**src/rtl/hsd_pkg.sv**
```systemverilog
// Shared types and constants for the serialized-tree Huffman decoder.
`default_nettype none

package hsd_pkg;

  localparam int unsigned LenW   = 24;
  localparam int unsigned NodeW  = 9;
  localparam int unsigned SymW   = 8;
  localparam int unsigned IdxW   = 8;
  localparam int unsigned LeafCntW = 4;

  localparam logic [LeafCntW-1:0] LeafBits = 4'd8;

  // Sequencer states, one-hot
  typedef enum logic [2:0] {
    S_IDLE  = 3'b001,
    S_FETCH = 3'b010,
    S_EXEC  = 3'b100
  } state_e;

  typedef enum logic [1:0] {
    PH_BUILD  = 2'd0,
    PH_DECODE = 2'd1,
    PH_STOP   = 2'd2
  } phase_e;

  typedef enum logic [1:0] {
    SLOT_ROOT  = 2'd0,
    SLOT_LEFT  = 2'd1,
    SLOT_RIGHT = 2'd2
  } slot_e;

  typedef enum logic {
    ST_OK       = 1'b0,
    ST_OVERFLOW = 1'b1
  } status_e;

  // Write request into the child tables
  typedef struct packed {
    logic             we_left;
    logic             we_right;
    logic [IdxW-1:0]  addr;
    logic [NodeW-1:0] data;
  } child_wr_t;

endpackage

`default_nettype wire

```
**src/rtl/hsd_child_mem.sv**
```systemverilog
// Left and right child tables of the internal nodes, registered read.
`default_nettype none

module hsd_child_mem (
  input  wire logic                      clk_i,
  input  wire hsd_pkg::child_wr_t        wr_i,
  input  wire logic                      rd_en_i,
  input  wire logic [hsd_pkg::IdxW-1:0]  rd_addr_i,
  output logic      [hsd_pkg::NodeW-1:0] left_o,
  output logic      [hsd_pkg::NodeW-1:0] right_o
);

  localparam int unsigned Depth = 1 << hsd_pkg::IdxW;

  logic [hsd_pkg::NodeW-1:0] left_mem  [Depth];
  logic [hsd_pkg::NodeW-1:0] right_mem [Depth];

  always_ff @(posedge clk_i) begin
    if (wr_i.we_left) begin
      left_mem[wr_i.addr] <= wr_i.data;
    end
    if (wr_i.we_right) begin
      right_mem[wr_i.addr] <= wr_i.data;
    end
  end

  always_ff @(posedge clk_i) begin
    if (rd_en_i) begin
      left_o  <= left_mem[rd_addr_i];
      right_o <= right_mem[rd_addr_i];
    end
  end

endmodule

`default_nettype wire

```
**config.mk**
```make
export PLATFORM = sky130hd
export DESIGN_NAME = hsd_child_mem
export DESIGN_NICKNAME = d
export VERILOG_FILES = /design/src/rtl/hsd_pkg.sv /design/src/rtl/hsd_child_mem.sv
export SDC_FILE = /design/constraint.sdc
export NUM_CORES = 2
export LEC_CHECK = 0
export BUFFER_PORTS_ARGS = -buffer_cell sky130_fd_sc_hd__clkbuf_2
export CAP_MARGIN = 0
export CELL_PAD_IN_SITES_DETAIL_PLACEMENT = 1
export CELL_PAD_IN_SITES_GLOBAL_PLACEMENT = 2
export CORE_UTILIZATION = 46
export CTS_CLUSTER_SIZE = 10
export DETAILED_ROUTE_END_ITERATION = 10
export GPL_ROUTABILITY_DRIVEN = 0
export GPL_TIMING_DRIVEN = 0
export PLACE_DENSITY = 0.81
export RECOVER_POWER = 100
export SLEW_MARGIN = 20
export SYNTH_ARGS = -nofsm -noshare
export SYNTH_HDL_FRONTEND = slang
export SYNTH_MEMORY_MAX_BITS = 65536
export SYNTH_SLANG_ARGS = --single-unit
```
**constraint.sdc**
```tcl
create_clock -name clk_i -period 2.2 [get_ports clk_i]
set_input_delay 0.11 -clock clk_i [delete_from_list [all_inputs] [get_ports clk_i]]
set_output_delay 0.11 -clock clk_i [all_outputs]
set_load 0.05 [all_outputs]
```
Yosys cells after proc, flatten, opt, wreduce, memory -nomap -nowiden
Memories as Yosys holds them, arrays and structs flattened. A register that Yosys moved wholly into a read port is not among the register bits.
Cells that the tools add are included.
{ "totals": {"out_inout_bits": 18, "mem_count": 2, "word_cells": 6, "ram_bits": 4608, "reg_bits": 0, "inputBits": 29} }
{ "op_classes": {"n_mux": 4} }
{ "memory_table": {"columns": ["memory", "depth", "width", "read_ports", "rd_ports_with_merged_regs", "write_ports", "line_no", "source"], "rows": [
  ["left_mem", 256, 9, 1, 1, 1, "hsd_child_mem.sv:15", "logic [hsd_pkg::NodeW-1:0] left_mem [Depth];"],
  ["right_mem", 256, 9, 1, 1, 1, "hsd_child_mem.sv:16", "logic [hsd_pkg::NodeW-1:0] right_mem [Depth];"]
]} }
{ "op_table": {"columns": ["operator", "count"], "rows": [
  ["$mux W1", 4]
]} }

Longest topological paths before layout
{ "logic_depth": {"depth_word": 2, "mapped_depth": 12, "mapped_depth_nobuf": 7} }

Worst setup path after synthesis
Ideal clock, no wire load.
{ "synth_path": {"kind": "input to register", "start": "input rd_addr_i[0] (netlist name)", "end": "register right_o[5] (netlist name), read port of right_mem (data pin)", "path_buffers": 3, "required_time_ns": 1.937, "arrival_ns": 2.053, "cell_stages": 9, "path_slack_ns": -0.116, "setup_time_ns": 0.263, "path_cell_list": "buf_6 > buf_12 > buf_2 > mux4_2 > a22oi_1 > a21oi_1 > or4_1 > o31ai_1 > nor3_1"} }
{ "synth_lines": {"columns": ["element", "line_no", "source"], "rows": [
  ["start: declaration", "hsd_child_mem.sv:8", "input wire logic [hsd_pkg::IdxW-1:0] rd_addr_i,"],
  ["end: declaration", "hsd_child_mem.sv:10", "output logic [hsd_pkg::NodeW-1:0] right_o"]
]} }

==> metrics.cfg <==
[run_status]
status = finished with violations
failed_checks = hold timing, capacitance limit, slew limit, setup timing

[critical_path]
cp-start-kind = primary input
critical_path_class = primary input to register
rrSetupSlack_ns = -0.92
crit_fanout = 10
end_kind = register
critical_path_arrival_ns = 4.12
critPathRequiredTime_ns = 3.08

[synth]
synth.top_cells.by_count = edfxtp_1, mux4_2, mux2i_1, nor2_1, o221ai_1
synth_top_area_share_pct = 77.7
syn-cell-area_um2 = 179000
synth_edf_count = 4626
netlist_top_cells_area = edfxtp_1, mux4_2, mux2i_1
ys_seq_elements = 4626
yosysSeqAreaShare_pct = 77.7
yosys.area.top_type = edfxtp_1
async_flop_share_pct = 0
syn_inst = 8338
avgSynthCellArea_um2 = 21.4
synth_most_common_cell = edfxtp_1
ys.flop_type = edfxtp_1
yosys_warnings = 0
syn_nets = 8367
synth.distinct_cells = 52

[floorplan]
fp.dieW_um = 625
io-pin-count = 47
start_util_pct = 46.3
die_area_um2 = 391000
core_um2 = 386000
die_h_um = 625
rows = 228

[timing]
fin_skew_ns = 0.0888
fmaxAchievable_mhz = 308
tightest_slew_ns = 2.21
hold_viol = 9
slew_viol_final = 494
max_slew_margin_pct = -47.5
setup_tns_ns = -941.57
rsz0062_at_grt = yes
setup_viol = 4601
layout_setup_ws_ns = -1.04
fin_crit_ns = 3.24
hold_slack_ns = -0.0145
finalCritPeriodShare_pct = 147

[power_and_ir_drop]
power.internal_mw = 146
power_frac_seq_pct = 51.2
pwr-share-comb_pct = 6.8
power.total_mw = 190
peakVddDrop_mv = 0.962
p_per_area_nw_per_um2 = 921
sw_frac_of_total_pct = 23.5
power_leakage_nw = 64.1
switching_power_mw = 44.6
p_clk_share_pct = 42.0

[placement]
port_buffers = 42
dp_hpwl_mm = 462

[clocking]
clock-sinks = 4626
clk_latency_ns = 1.14
htreeDepth = 6
clkTransAtPathRegs_ns = 0.05
cts_root_buf = clkbuf_16
cts_tree = done
cts_buffers = 538
clock_path_buffers = 4

[global_routing]
antenna_found_initial = 56
grt-ovfl-total = 0
gr-usage-all-layers_pct = 34.1
grt_pass1_wl_mm = 889
grt_pass1_vias = 101000
grt_start_max_net_pins = 127

[route]
via_count = 101000
ant_nets = 0
drt_pre_antenna_iters = 6
drc = 0
routedWlPerCell_um = 46.9
first_iter_violations = 17500
viasPerCell = 7.03
wirelength_mm = 675

[finish]
syn_to_final_growth_pct = 15.5
nets = 9087
n_fill_cell = 33300
drive_gt1_share_pct = 29.9

[worst_hold_path]
hold_path.class = primary input to register

[run]
cap_viol_max_count = 8

-- cells in the final DEF (no fill, tap or decap), types with 19 or more instances in the layout --
cell              n
a21oi_1         153
a221oi_2         27
a22o_1           45
a22oi_1         131
a22oi_2          20
buf_12           51
buf_16           28
buf_2            56
buf_4            76
buf_6           101
buf_8            41
clkbuf_1        123
clkbuf_16       547
clkbuf_2        143
clkbuf_4         85
diode_2          44
dlygate4sd3_1    27
edfxtp_1       4626
mux2i_1         553
mux4_2          907
nand2_1          47
nand4_1          19
nor2_1          152
nor2_2          297
nor2_4           89
nor3_1           23
nor3_4           19
o211ai_1         34
o221ai_1        232
o221ai_2         27
o22ai_1         122
-- flip-flops by register name, summed over array words and instances (netlist names) --
name	flops
left_mem	2304
right_mem	2304
left_o	9
right_o	9
-- path summary, 6_finish.rpt --
check,depth (start not counted),start,end
worst max-delay path,11,rd_addr_i[2],left_o[8]$_DFFE_PP_
worst min register to register,4,left_mem[137][8]$_DFFE_PP_,left_o[8]$_DFFE_PP_
worst max register to register,7,left_mem[24][8]$_DFFE_PP_,left_o[8]$_DFFE_PP_
worst min-delay path,4,wr_i[10],left_mem[10][0]$_DFFE_PP_
-- routing by layer --
metal | vias to the layer above | part of all wire [%] | track usage (%)
met2 | 9148 | 43 | 49.0
met3 | 2122 | 15 | 13.4
met5 | - | 0.094 | 0
met4 | 25 | 8.8 | 24.7
met1 | 53100 | 33 | 42.0
li1 | 36600 | - | -
-- cell type report --
class | instances | area [µm²] | share of cell area [%]
antenna | 44 | 110 | 0.0533
buffer | 533 | 4420 | 2.14
clock buffer | 587 | 13800 | 6.70
clock inverter | 56 | 908 | 0.440
inverter | 2 | 12.5 | 0.00606
multi-input combinational | 3175 | 39600 | 19.2
sequential | 4626 | 139000 | 67.3
tap | 5175 | 6470 | 3.14
timing repair buffer | 182 | 2190 | 1.06
-- power groups by stage --
stage | registers, mW | clock network (mW) | logic, mW
after CTS | 97.3 | 79.5 | 12.4
after global placement | 100 | 0 | 10.9
after floorplan | 99.3 | 0 | 4.77
after global routing | 97.3 | 82.2 | 12.7
after detailed placement | 99.1 | 0 | 11.8
final | 97.4 | 79.9 | 13.0
-- kinds of logic (layout without fill, tap and decap cells) --
family	Yosys count	after routing	share of synthesized area, %
simple gates	737	737	1.73
other cells	0	44	0
buf+inv	537	1360	1.96
flops	4626	4626	77.7
mux	1469	1469	14.6
compound gates	969	969	3.96
-- timing repair --
action	CTS	global route
gates resized for setup	540	498
hold buffers	23	4
gates cloned	0	0
setup endpoints to repair	472	2969
pin swaps	45	43
buffers inserted	0	1
endpoints found under the hold margin	1216	26
-- worst max-delay path: stages --
cell	delay, ns
buf_4	0.22
nand2b_1	0.19
buf_2	0.20
buf_2	0.30
clkbuf_2	0.57
o221ai_1	0.50
a21oi_1	0.42
nor4_1	0.32
nand4_1	0.19
nor4_4	0.72
o31a_1	0.33
-- stage by stage --
stage	area [µm²]	cells	hold WS, ns	util, %	worst slack [ns]
after floorplan	179000	8338	0.209	-	-0.000719
after global routing	206000	14300	0.0167	53.4	-0.788
after CTS	206000	14300	0.00629	53.3	-0.703
after detailed placement	189000	13700	0.463	48.9	-3.48
final	206000	14400	-0.0145	53.5	-1.04
after global placement	186000	13600	0.675	48.1	-7.60
(Power assumes the default switching activity.)
